**src/sv/servo_pulse_sequencer_macros.svh**
```systemverilog
// Assertion macros shared by the servo pulse sequencer.
// Each macro checks a property on the rising clock edge and is switched off during reset.
`ifndef SERVO_PULSE_SEQUENCER_MACROS_SVH
`define SERVO_PULSE_SEQUENCER_MACROS_SVH

`ifndef NO_ASSERTIONS

// The consequent must hold in the same cycle as the antecedent.
`define SPS_ASSERT_SAME(name, clk, rst_n, ante, cons, msg) \
  name: assert property (@(posedge clk) disable iff (!rst_n) (ante) |-> (cons)) \
    else $error(msg);

// The consequent must hold in the cycle after the antecedent.
`define SPS_ASSERT_NEXT(name, clk, rst_n, ante, cons, msg) \
  name: assert property (@(posedge clk) disable iff (!rst_n) (ante) |=> (cons)) \
    else $error(msg);

`else

`define SPS_ASSERT_SAME(name, clk, rst_n, ante, cons, msg)
`define SPS_ASSERT_NEXT(name, clk, rst_n, ante, cons, msg)

`endif

`endif

```
**src/sv/sps_pkg.sv**
```systemverilog
`timescale 1ns / 1ps

package sps_pkg;

  // Field widths of the item, result and configuration ports.
  localparam int PULSE_W  = 16;
  localparam int CH_W     = 4;
  localparam int CH_IDX_W = 5;
  localparam int OUT_PINS = 12;
  localparam int SERVO_W  = 4;
  localparam int CFG_W    = 16;

  // Minimum distance in ticks between the last pulse and the refresh restart.
  localparam int MARGIN_TICKS = 4;

  // Reset value of the refresh frame length.
  localparam logic [CFG_W-1:0] REFRESH_RESET = 16'd40000;

  // Item function codes.
  localparam logic FUNC_TICK  = 1'b0;
  localparam logic FUNC_WRITE = 1'b1;

  // Configuration register indexes.
  localparam logic REG_SERVO_COUNT   = 1'b0;
  localparam logic REG_REFRESH_TICKS = 1'b1;

  // Channel index value that marks the refresh wait.
  localparam logic signed [CH_IDX_W-1:0] CH_IDLE = -5'sd1;

  // One entry of the channel table.
  typedef struct packed {
    logic [PULSE_W-1:0] pulse;
    logic               active;
  } sps_entry_t;

  // Write request into the channel table.
  typedef struct packed {
    logic            en;
    logic [CH_W-1:0] channel;
    sps_entry_t      entry;
  } sps_wr_t;

endpackage

```
**src/sv/sps_ram.sv**
```systemverilog
`timescale 1ns / 1ps

module sps_ram #(
  parameter int WIDTH = 17,
  parameter int DEPTH = 12
) (
  input  logic                                    clk,
  input  logic                                    we,
  input  logic [((DEPTH > 1) ? $clog2(DEPTH) : 1)-1:0] waddr,
  input  logic [WIDTH-1:0]                        wdata,
  input  logic [((DEPTH > 1) ? $clog2(DEPTH) : 1)-1:0] raddr,
  output logic [WIDTH-1:0]                        rdata
);

  logic [WIDTH-1:0] mem [DEPTH];
  logic [WIDTH-1:0] rdata_r;

  // Single write port, registered read port.
  always_ff @(posedge clk) begin
    if (we) begin
      mem[waddr] <= wdata;
    end
    rdata_r <= mem[raddr];
  end

  assign rdata = rdata_r;

endmodule

```
**src/sv/sps_table.sv**
```systemverilog
`timescale 1ns / 1ps

module sps_table #(
  parameter int CHANNELS = 12
) (
  input  logic                                          clk,
  input  logic                                          rst_n,
  input  sps_pkg::sps_wr_t                              wr,
  input  logic [((CHANNELS > 1) ? $clog2(CHANNELS) : 1)-1:0] rd_addr,
  output sps_pkg::sps_entry_t                           rd_entry
);

  import sps_pkg::*;

  localparam int AW = (CHANNELS > 1) ? $clog2(CHANNELS) : 1;
  localparam int EW = $bits(sps_entry_t);

  logic                wr_ok;
  logic [AW-1:0]       wr_addr;
  logic [EW-1:0]       ram_q;
  logic [CHANNELS-1:0] valid_r, valid_nxt;
  logic                hit_r, hit_nxt;
  logic                byp_r, byp_nxt;
  sps_entry_t          byp_entry_r;

  // Writes to channels beyond the table are dropped.
  assign wr_ok   = wr.en && ({1'b0, wr.channel} < (CH_W + 1)'(CHANNELS));
  assign wr_addr = wr.channel[AW-1:0];

  sps_ram #(
    .WIDTH(EW),
    .DEPTH(CHANNELS)
  ) u_ram (
    .clk  (clk),
    .we   (wr_ok),
    .waddr(wr_addr),
    .wdata(wr.entry),
    .raddr(rd_addr),
    .rdata(ram_q)
  );

  // Valid bits stand in for the all-zero reset of the table; a write that
  // lands on the address being read is forwarded past the memory.
  always_comb begin
    valid_nxt = valid_r;
    if (wr_ok) begin
      valid_nxt[wr_addr] = 1'b1;
    end
    hit_nxt = valid_r[rd_addr];
    byp_nxt = wr_ok && (wr_addr == rd_addr);
  end

  always_ff @(posedge clk) begin
    if (!rst_n) begin
      valid_r <= '0;
      hit_r   <= 1'b0;
      byp_r   <= 1'b0;
    end else begin
      valid_r <= valid_nxt;
      hit_r   <= hit_nxt;
      byp_r   <= byp_nxt;
    end
  end

  always_ff @(posedge clk) begin
    if (byp_nxt) begin
      byp_entry_r <= wr.entry;
    end
  end

  // Read data of the entry addressed in the previous cycle.
  always_comb begin
    if (byp_r) begin
      rd_entry = byp_entry_r;
    end else if (hit_r) begin
      rd_entry = sps_entry_t'(ram_q);
    end else begin
      rd_entry = '0;
    end
  end

endmodule

```
**src/sv/servo_pulse_sequencer.sv**
```systemverilog
`timescale 1ns / 1ps
`include "servo_pulse_sequencer_macros.svh"

// Servo pulse sequencer: pulses up to CHANNELS servo pins one after another
// from a single free-running tick counter and one compare value.
// Input channel (in_*): each item is either one timer tick (func 0) or a write
// of one channel's pulse width and active mark (func 1).
// Result channel (out_*): every item yields exactly one result, the pin levels
// and the channel being pulsed (-1 during the refresh wait) after that item.
// Configuration (cfg_*): servo_count and refresh_ticks, written while idle.
// The result of an item is registered at the edge that accepts it. One item
// is taken every cycle unless a held result stalls the input; the channel table
// sits in a one-port-read memory read one channel ahead of the sequencer, so a
// compare match in any cycle finds the next channel's entry already there.
// Reset clears the counter and compare value, puts the sequencer in the
// refresh wait, clears all pins and the table, sets refresh_ticks to 40000.
// A stalled result holds; while it waits, no new item is accepted.
module servo_pulse_sequencer #(
  parameter int CHANNELS     = 12,
  parameter int COUNTER_BITS = 16
) (
  input  logic                                    clk,
  input  logic                                    rst_n,
  // Input item channel.
  input  logic                                    in_valid,
  output logic                                    in_stall,
  input  logic                                    in_func,
  input  logic [sps_pkg::CH_W-1:0]                in_channel,
  input  logic [sps_pkg::PULSE_W-1:0]             in_pulse_ticks,
  input  logic                                    in_active,
  // Result item channel.
  output logic                                    out_valid,
  input  logic                                    out_stall,
  output logic [sps_pkg::OUT_PINS-1:0]            out_pin_levels,
  output logic signed [sps_pkg::CH_IDX_W-1:0]     out_current_channel,
  // Configuration write port.
  input  logic                                    cfg_we,
  input  logic                                    cfg_addr,
  input  logic [sps_pkg::CFG_W-1:0]               cfg_wdata
);

  import sps_pkg::*;

  localparam int AW = (CHANNELS > 1) ? $clog2(CHANNELS) : 1;
  localparam int SW = ((COUNTER_BITS > PULSE_W) ? COUNTER_BITS : PULSE_W) + 1;
  localparam logic [CH_IDX_W-1:0] CH_LIM = CH_IDX_W'(CHANNELS);

  // Configuration registers.
  logic [SERVO_W-1:0]          servo_r;
  logic [CFG_W-1:0]            refresh_r;

  // Sequencer state.
  logic [COUNTER_BITS-1:0]     tick_r, tick_nxt;
  logic [COUNTER_BITS-1:0]     cmp_r, cmp_nxt;
  logic signed [CH_IDX_W-1:0]  ch_r, ch_nxt;
  logic [CHANNELS-1:0]         pin_r, pin_nxt;
  logic                        cur_act_r, cur_act_nxt;

  // Result register.
  logic                        out_valid_r, out_valid_nxt;
  logic [OUT_PINS-1:0]         out_pin_r;
  logic signed [CH_IDX_W-1:0]  out_ch_r;
  logic [OUT_PINS-1:0]         pin_view;

  // Handshake and decode.
  logic                        in_acc;
  logic                        is_tick;
  logic                        is_write;

  // Match step helpers.
  logic                        match;
  logic                        waiting;
  logic [CH_IDX_W-1:0]         ch_u;
  logic                        cur_use;
  logic [CH_IDX_W-1:0]         nc_u;
  logic                        nc_use;
  logic [COUNTER_BITS-1:0]     tick0;
  logic [SW-1:0]               pulse_ext;
  logic [COUNTER_BITS-1:0]     pulse_cb;
  logic [SW-1:0]               tick_m;
  logic [SW-1:0]               refresh_ext;

  // Table access.
  sps_wr_t                     tbl_wr;
  sps_entry_t                  nc_entry;
  logic [CH_IDX_W-1:0]         rd_next;
  logic [AW-1:0]               rd_addr;

  // A new item is taken unless a finished result is held by the receiver.
  assign in_stall = out_valid_r & out_stall;
  assign in_acc   = in_valid & ~in_stall;
  assign is_tick  = in_acc & (in_func == FUNC_TICK);
  assign is_write = in_acc & (in_func == FUNC_WRITE);

  // Channel table write request.
  always_comb begin
    tbl_wr.en           = is_write;
    tbl_wr.channel      = in_channel;
    tbl_wr.entry.pulse  = in_pulse_ticks;
    tbl_wr.entry.active = in_active;
  end

  sps_table #(
    .CHANNELS(CHANNELS)
  ) u_table (
    .clk     (clk),
    .rst_n   (rst_n),
    .wr      (tbl_wr),
    .rd_addr (rd_addr),
    .rd_entry(nc_entry)
  );

  // Current and next channel, and whether each is in use.
  assign waiting = (ch_r == CH_IDLE);
  assign ch_u    = ch_r;
  assign cur_use = !waiting && (ch_u < CH_LIM) && (ch_u < {1'b0, servo_r});
  assign nc_u    = waiting ? '0 : ch_u + CH_IDX_W'(1);
  assign nc_use  = (nc_u < CH_LIM) && (nc_u < {1'b0, servo_r});
  assign match   = (tick_r == cmp_r);
  assign tick0   = waiting ? '0 : tick_r;

  // Compare candidates: end of the next pulse, or the refresh deadline.
  assign pulse_ext   = SW'(nc_entry.pulse);
  assign pulse_cb    = pulse_ext[COUNTER_BITS-1:0];
  assign tick_m      = SW'(tick0) + SW'(MARGIN_TICKS);
  assign refresh_ext = SW'(refresh_r);

  // Sequencer step for one item.
  always_comb begin
    tick_nxt    = tick_r;
    cmp_nxt     = cmp_r;
    ch_nxt      = ch_r;
    pin_nxt     = pin_r;
    cur_act_nxt = cur_act_r;
    if (is_write) begin
      // A write to the channel being pulsed changes how its pin is dropped.
      if (!waiting && (ch_u == {1'b0, in_channel})) begin
        cur_act_nxt = in_active;
      end
    end else if (is_tick) begin
      tick_nxt = tick_r + COUNTER_BITS'(1);
      if (match) begin
        if (cur_use && cur_act_r) begin
          pin_nxt[ch_u[AW-1:0]] = 1'b0;
        end
        if (nc_use) begin
          cmp_nxt     = tick0 + pulse_cb;
          ch_nxt      = nc_u;
          cur_act_nxt = nc_entry.active;
          if (nc_entry.active) begin
            pin_nxt[nc_u[AW-1:0]] = 1'b1;
          end
        end else begin
          if (tick_m < refresh_ext) begin
            cmp_nxt = refresh_ext[COUNTER_BITS-1:0];
          end else begin
            cmp_nxt = tick_m[COUNTER_BITS-1:0];
          end
          ch_nxt = CH_IDLE;
        end
        tick_nxt = tick0 + COUNTER_BITS'(1);
      end
    end
  end

  // Read the table one channel ahead of the state being written.
  always_comb begin
    rd_next = (ch_nxt == CH_IDLE) ? '0 : ch_nxt + CH_IDX_W'(1);
    if (rd_next < CH_LIM) begin
      rd_addr = rd_next[AW-1:0];
    end else begin
      rd_addr = '0;
    end
  end

  // Pins shown on the result port.
  for (genvar i = 0; i < OUT_PINS; i++) begin : g_view
    if (i < CHANNELS) begin : g_pin
      assign pin_view[i] = pin_nxt[i];
    end else begin : g_none
      assign pin_view[i] = 1'b0;
    end
  end

  assign out_valid_nxt = in_acc | (out_valid_r & out_stall);

  // Control state and configuration registers.
  always_ff @(posedge clk) begin
    if (!rst_n) begin
      servo_r     <= '0;
      refresh_r   <= REFRESH_RESET;
      tick_r      <= '0;
      cmp_r       <= '0;
      ch_r        <= CH_IDLE;
      pin_r       <= '0;
      cur_act_r   <= 1'b0;
      out_valid_r <= 1'b0;
    end else begin
      if (cfg_we) begin
        unique case (cfg_addr)
          REG_SERVO_COUNT:   servo_r   <= cfg_wdata[SERVO_W-1:0];
          REG_REFRESH_TICKS: refresh_r <= cfg_wdata;
          default:           servo_r   <= servo_r;
        endcase
      end
      tick_r      <= tick_nxt;
      cmp_r       <= cmp_nxt;
      ch_r        <= ch_nxt;
      pin_r       <= pin_nxt;
      cur_act_r   <= cur_act_nxt;
      out_valid_r <= out_valid_nxt;
    end
  end

  // Result payload, loaded with the state after each accepted item.
  always_ff @(posedge clk) begin
    if (in_acc) begin
      out_pin_r <= pin_view;
      out_ch_r  <= ch_nxt;
    end
  end

  assign out_valid           = out_valid_r;
  assign out_pin_levels      = out_pin_r;
  assign out_current_channel = out_ch_r;

  // A match in the refresh wait restarts the frame with a cleared counter.
  `SPS_ASSERT_NEXT(a_restart_clears, clk, rst_n, is_tick && match && waiting,
    tick_r == COUNTER_BITS'(1), "refresh restart did not clear the counter")

  // Leaving the refresh wait goes to channel zero or straight back to waiting.
  `SPS_ASSERT_NEXT(a_restart_channel, clk, rst_n, is_tick && match && waiting,
    ch_r == '0 || ch_r == CH_IDLE, "refresh restart went to a wrong channel")

  // A taken result with no new item empties the result register.
  `SPS_ASSERT_NEXT(a_out_drain, clk, rst_n, out_valid_r && !out_stall && !in_acc,
    !out_valid_r, "result register did not drain")

  // Items are only refused while a result is held.
  `SPS_ASSERT_SAME(a_stall_cause, clk, rst_n, in_valid && !in_acc,
    out_valid_r, "input refused with an empty result register")

endmodule
```
**config.mk**
```make
export PLATFORM = sky130hd
export DESIGN_NAME = servo_pulse_sequencer
export DESIGN_NICKNAME = d
export VERILOG_FILES = /design/src/sv/sps_pkg.sv /design/src/sv/sps_ram.sv /design/src/sv/sps_table.sv /design/src/sv/servo_pulse_sequencer.sv
export VERILOG_INCLUDE_DIRS = /design/src /design/src/sv
export SDC_FILE = /design/constraint.sdc
export NUM_CORES = 1
export LEC_CHECK = 0
export BUFFER_PORTS_ARGS = -buffer_cell sky130_fd_sc_hd__buf_2
export CORE_MARGIN = 2
export CORE_UTILIZATION = 32
export CTS_CLUSTER_DIAMETER = 120
export CTS_CLUSTER_SIZE = 24
export DETAILED_ROUTE_END_ITERATION = 8
export PLACE_DENSITY = 0.54
export SYNTH_ARGS = -nofsm -noshare
export SYNTH_HDL_FRONTEND = slang
export SYNTH_HIERARCHICAL = 1
export SYNTH_SLANG_ARGS = --single-unit
```
**constraint.sdc**
```tcl
create_clock -name clk -period 7 [get_ports clk]
set_input_delay 0.35 -clock clk [delete_from_list [all_inputs] [get_ports clk]]
set_output_delay 0.35 -clock clk [all_outputs]
set_load 0.02 [all_outputs]
```
==> flow_summary.ini, run 1 <==
[run_status]
status = finished, final reports clean

[global_route]
grt_max_degree = 48
grt_pass1_vias = 9284
gr-total-overflow = 0
grt.total_usage_pct = 14.42
antenna_found_initial = 2
grt_first_pass_wirelength_mm = 55.77

[synthesis]
netlist_area_sq_um = 15390
yosys-top-cells-area = edfxtp_1 46%, dfxtp_1 13%, mux4_2 5.1%, ha_1 3.7%, mux2i_1 3.3%
syn_nets = 1276
async_flop_share_pct = 0
yosysSeqAreaShare_pct = 59.71
synth_warnings = 6
yosysTopAreaCellShare_pct = 46.44
synthCells = 1186
ys.flop_type = edfxtp_1
syn-mean-instance-area_sq_um = 12.98
synth-seq-cells = 340
synth_edf_count = 238
ys_types = 73
yosys.area.top_type = edfxtp_1

[critical_path]
crit_arrival_ns = 6.88
cp_max_fo = 35
endpoint_kind = flop
crit_path_start_kind = flop
reg2reg_depth = 20
cp_data_required_time_ns = 7.45
path_class = reg2reg

[floorplanning]
die_y_um = 223.3
rows = 80
start_util_pct = 32.30
ios = 63
dieWidth_um = 223.3
dieArea_sq_um = 49860
fp.coreArea_sq_um = 47650

[timing]
min_period_over_period_pct = 91.82
relSlewSlack_pct = 16.10
holdWs_ns = 0.02430
clock.fmax_ghz = 0.1556
post-route-min-period_ns = 6.428
worst_pin_slew_ns = 1.254
fin_setup_tns_ns = 0
clock_skew_ns = 0.01984
finalSetupViolCount = 0
finalHoldViolCount = 0
drv_slew = 0
rsz0062_at_grt = no

[finish]
final_cell_mix = 238 x edfxtp_1, 102 x dfxtp_1, 94 x nand2_1
num-nets-final = 1327
final_common_cell = edfxtp_1
regArea_sq_um = 9189
n_antenna_cell = 0
n_fill_cell = 4659
utilization_pct = 35.56
fin_cells = 1863
multi_input_area_sq_um = 5728
final_layout_size_suffix_gt1_share_pct = 15.54
area_delta_synth_final_pct = 10.10

[placement]
dp.cells = 1830
dp.final_hpwl_mm = 23.58
portBuffers = 62
place_congestion = 0.7959

[min_path]
hold_depth = 3
min-delay-path-class = in2reg

[clocking]
clock_latency_ns = 0.55
cts_made_buffers = 18
clk_path_buf_depth = 3
h-tree-depth = 1
path_clk_slew_ns = 0.11
ctsRootBufferMaster = clkbuf_16
cts-resized-gates = 0
clock_sinks = 340
cts_tree = done

[power_and_ir_drop]
power_frac_clock_pct = 20.1
peakVddDrop_mv = 0.2626
p_int_uw = 3759
pwr_density_cell_nw_per_um2 = 348.3
switchingPower_uw = 2143
p_sw_share_pct = 36.31
pwr-share-comb_pct = 39.6
pwr-share-seq_pct = 40.3
power_uw = 5902
leakagePower_uw = 0.005574

[detailed_routing]
wl_mm = 36.09
dr_total_vias = 9376
ant_nets = 0
drc = 0
via_per_inst = 5.033
first_pass_iters = 5
wl_per_cell_um = 19.37
drtIter0Drc = 620

[flow_run]
max-cap-violations = 0
-- sequential cells by signal, indices dropped and copies added (netlist names), 16 cells and up --
name,count
u_table/byp_entry_r,17
u_table/u_ram/mem,204
u_table/u_ram/rdata,17
tick_r,16
refresh_r,16
cmp_r,16
-- area by class of cell --
| type | instances | area share (%) |
|---|---|---|
| sequential | 340 | 54.24 |
| multi-input combinational | 744 | 33.81 |
| tap | 615 | 4.542 |
| timing repair buffer | 92 | 3.190 |
| clock buffer | 29 | 3.028 |
| inverter | 41 | 0.9231 |
| clock inverter | 2 | 0.2732 |
-- metrics by stage --
stage / area [sq um] / setup slack (ns)
after floorplan: 15390 / 1.254
after global placement: 16360 / 0.6931
after detailed placement: 16360 / 0.5993
after CTS: 16940 / 0.5517
after global routing: 16940 / 0.01139
final: 16940 / 0.5724
-- synth_stat cells, types with 10 or more instances --
cell,instances
edfxtp_1,238
dfxtp_1,102
nand2_1,94
nor2_1,76
a21oi_1,56
mux2i_1,50
ha_1,45
o21ai_0,44
xnor2_1,44
inv_1,40
mux4_2,35
clkbuf_1,27
nor2b_1,27
nand3_1,23
a22o_1,19
and2_1,19
nor3_1,17
nand2b_1,16
buf_2,13
o21a_1,13
nand4_1,12
xor2_1,12
o22ai_1,10
-- repair_timing --
| item | CTS | global route |
|---|---|---|
| hold endpoints to repair | 2 | 0 |
| setup buffers | 0 | 0 |
| hold buffers | 2 | 0 |
-- layer usage --
metal	up-vias	GRT usage [%]	share of wire, %
li1	4513	-	-
met4	2	2.516	1.4
met1	4662	19.87	47
met2	168	24.76	49
met5	-	0	0.044
met3	31	1.699	3.3
-- power groups by stage --
stage | combinational [uW] | sequential [uW] | clock (uW)
6_report | 2340 | 2380 | 1190
5_1_grt | 2570 | 2390 | 1300
4_1_cts | 2370 | 2380 | 1240
3_5_place_dp | 2360 | 2430 | 0
3_3_place_gp | 2330 | 2430 | 0
2_1_floorplan | 1850 | 2410 | 0
-- cells by family (layout without fill, tap and decap cells) --
group	Yosys count	in the layout	share of synthesized area (%)
AO/OA/AOI/OAI	227	227	10.63
adder cells (fa/ha/maj)	46	46	3.789
buffers and inverters	102	164	3.269
AND/OR/NAND/NOR	321	321	10.19
multiplexers	91	91	8.911
flip-flops	340	340	59.71
XOR/XNOR	59	59	3.504
-- worst max-delay path, cell delays in order, from the launching register on --
cell and delay, ns:
dfxtp_1 0.41, ha_1 0.29, and3_1 0.20, ha_1 0.17
buf_4 0.23, or2_2 0.37, inv_1 0.12, ha_1 0.24
a21oi_1 0.23, o221a_2 0.73, o21ai_0 0.21, nand2_1 0.12
o21ai_0 0.09, ha_1 0.24, and3_1 0.16, ha_1 0.32
nor2_1 0.13, nand2_1 0.06, a21oi_1 0.63, nand2_1 0.88
o221ai_1 0.45
-- final timing paths --
kind / startpoint / to / slack, ns
worst min-delay path: cfg_wdata[15] / refresh_r[15] / 0.02
worst min register to register: u_table/valid_r[5] / u_table/valid_r[5] / 0.47
worst max-delay path: ch_r[0] / u_table/u_ram/rdata[15] / 0.57
worst max register to register: ch_r[0] / u_table/u_ram/rdata[15] / 0.57
(Power assumes the default switching activity.)
==> inputs of run 2 (changes only) <==
- RECOVER_POWER: unset -> 50
- REMOVE_ABC_BUFFERS: unset -> 1
- SYNTH_HIERARCHICAL: 1 -> unset
==> flow_summary.ini, run 2 <==
[run_status]
status = complete, but fails checks
violations = capacitance limit, slew limit

[floorplanning]
dieWidth_um = 224.3
rows = 80
ios = 63
fp.coreArea_sq_um = 47850
start_util_pct = 32.46
dieArea_sq_um = 50320
die_y_um = 224.3

[finish]
n_antenna_cell = 0
largest_register = u_table.u_ram.mem
final_layout_size_suffix_gt1_share_pct = 8.420
n_fill_cell = 4780
final_cell_mix = 238 x edfxtp_1, 199 x nand2_1, 109 x nor2_1
largest_reg_flops = 204
final_common_cell = edfxtp_1
area_delta_synth_final_pct = 9.409
num-nets-final = 1515
fin_cells = 2052

[synthesis]
yosysTopAreaCellShare_pct = 46.01
netlist_area_sq_um = 15530
synthCells = 1403
synth-seq-cells = 340
synth_warnings = 0
yosys.area.top_type = edfxtp_1
synth.area.mux_share_pct = 1.700
synth_edf_count = 238
ys.flop_type = edfxtp_1
synth_fa_ha_area_share_pct = 3.754
synth_top_family_by_area = compound AO/OA/AOI/OAI gates
synth_commonest_cells = 238 x edfxtp_1, 199 x nand2_1, 116 x nor2_1, 102 x dfxtp_1, 69 x o21ai_0
yosys.area_share.simple_pct = 13.96
synth_compound_area_share_pct = 14.35
async_flop_share_pct = 0
yosys-top-cells-area = edfxtp_1 46%, dfxtp_1 13%, nand2_1 4.8%, ha_1 3.6%, nor2_1 2.8%
yosysSeqAreaShare_pct = 59.16
synth.most_common_cell = edfxtp_1
synth_xor_xnor_area_share_pct = 3.440
ys_types = 68
syn-mean-instance-area_sq_um = 11.07

[timing]
worst_pin_slew_ns = 2.831
drv_slew = 109
finalHoldViolCount = 0
finalSetupViolCount = 0
clock.fmax_ghz = 0.1593
post-route-min-period_ns = 6.276
min_period_over_period_pct = 89.65
fin_setup_tns_ns = 0
rsz0062_at_grt = no
clock_skew_ns = 0.01935
relSlewSlack_pct = -88.75

[clocking]
hold_buffers = 0
clock_sinks = 340
h-tree-depth = 1
cts_made_buffers = 18
clock_latency_ns = 0.56
ctsRootBufferMaster = clkbuf_16
path_clk_slew_ns = 0.11
cts_tree = done
clk_path_buf_depth = 3
cts-resized-gates = 0
postCtsSetupBuffers = 0

[placement]
dp.cells = 2020
place_congestion = 0.7818
dp.final_hpwl_mm = 24.80
portBuffers = 62

[detailed_routing]
drtIter0Drc = 845
dr_wl_met2_mm = 18.55
wl_mm = 39.69
highest_layer = met4
wl_per_cell_um = 19.34
drc = 0
via_per_inst = 5.202
ant_nets = 0
first_pass_iters = 5
dr_total_vias = 10670
wl_met1_mm = 18.30
wl_met3_mm = 1.826

[critical_path]
startpoint = ch_r[0]
endpoint_kind = flop
path_class = reg2reg
cp_data_required_time_ns = 7.43
cp_max_fo = 32
crit_path_start_kind = flop
crit_arrival_ns = 6.71
worstReg2RegStart = ch_r[0]

[global_route]
gr-total-overflow = 0
antenna_found_initial = 0
grt.total_usage_pct = 15.71
grt_pass1_vias = 10450
grt_max_degree = 58
grt_first_pass_wirelength_mm = 61.65

[power_and_ir_drop]
pwr-share-seq_pct = 38.9
switchingPower_uw = 2550
pwr-share-comb_pct = 42.0
pwr_density_cell_nw_per_um2 = 361.2
p_sw_share_pct = 41.55
power_frac_clock_pct = 19.1
peakVddDrop_mv = 0.2321
p_int_uw = 3587
leakagePower_uw = 0.005955
power_uw = 6138

[min_path]
min-delay-path-class = in2reg
hold_start = cfg_wdata[5]

[flow_run]
max-cap-violations = 3
[run 2: changes by cell type after synthesis, sizes merged, moves of 16 or more]
cell	change
a22oi	-16
a311oi	+17
a31oi	+33
clkbuf	+28
mux2i	-27
mux4	-36
nand2	+107
nor2	+40
o21ai	+35
o221ai	+17
xnor2	-23
xor2	+25
[run 2: layout make-up]
cell class	count	area [sq um]	area share (%)
clock inverters	3	53.80	0.3166
clock buffers	29	491.7	2.894
flip-flops and latches	340	9189	54.07
multi-input cells	934	5851	34.43
well taps	615	769.5	4.528
repair buffers	93	496.7	2.923
inverters	38	142.6	0.8393
[run 2: final timing paths]
| path | endpoint | slack, ns | cells after the start |
|---|---|---|---|
| worst min register to register | cmp_r[11] | 0.47 | 2 |
| worst min-delay path | refresh_r[5] | 0.02 | 3 |
| worst max register to register | u_table.u_ram.rdata[15] | 0.72 | 22 |
| worst max-delay path | u_table.u_ram.rdata[15] | 0.72 | 22 |
[run 2: kinds of logic after synthesis]
logic type	after synthesis
compound gates	325
xor+xnor	61
fa+ha+maj	46
buf+inv	129
flops	340
mux	26
simple gates	476
[run 2: critical path, cell delays in order (launching register included)]
cell and delay, ns:
dfxtp_1 0.58, ha_1 0.46, and3_1 0.21, ha_1 0.19, or2_0 0.32, inv_1 0.10
ha_1 0.30, nand3_1 0.09, o22ai_1 0.10, nor3_1 0.23, and2_1 0.17, buf_4 0.21
o211ai_2 0.17, and2_1 0.20, ha_1 0.21, and3_1 0.16, ha_1 0.31, or2_2 0.34
or3_2 0.74, nand2_2 0.55, o221ai_1 0.21, nor3_1 0.22, a21oi_1 0.06
[run 2: routing by layer]
layer / GRT usage (%) / vias up
met5: 0 / -
met4: 4.315 / 0
met3: 2.351 / 48
met2: 26.06 / 245
met1: 21.46 / 5213
li1: - / 5168
[run 2: stage by stage]
step	util [%]	instance area, sq um	worst slack [ns]	hold WS, ns
final	35.52	16990	0.7242	0.01752
after global routing	35.52	16990	0.1855	0.01063
after CTS	35.64	17050	0.7677	0.01221
after detailed placement	34.50	16510	0.7802	0.4572
after global placement	34.50	16510	1.001	0.4468
after floorplan	-	15110	0.04587	0.4319
[run 2: power groups by stage]
stage | clock [uW] | sequential, uW | combinational [uW]
2_1_floorplan | 0 | 2420 | 1690
3_3_place_gp | 0 | 2430 | 2550
3_5_place_dp | 0 | 2430 | 2580
4_1_cts | 1210 | 2380 | 2590
5_1_grt | 1280 | 2400 | 2860
6_report | 1170 | 2390 | 2580
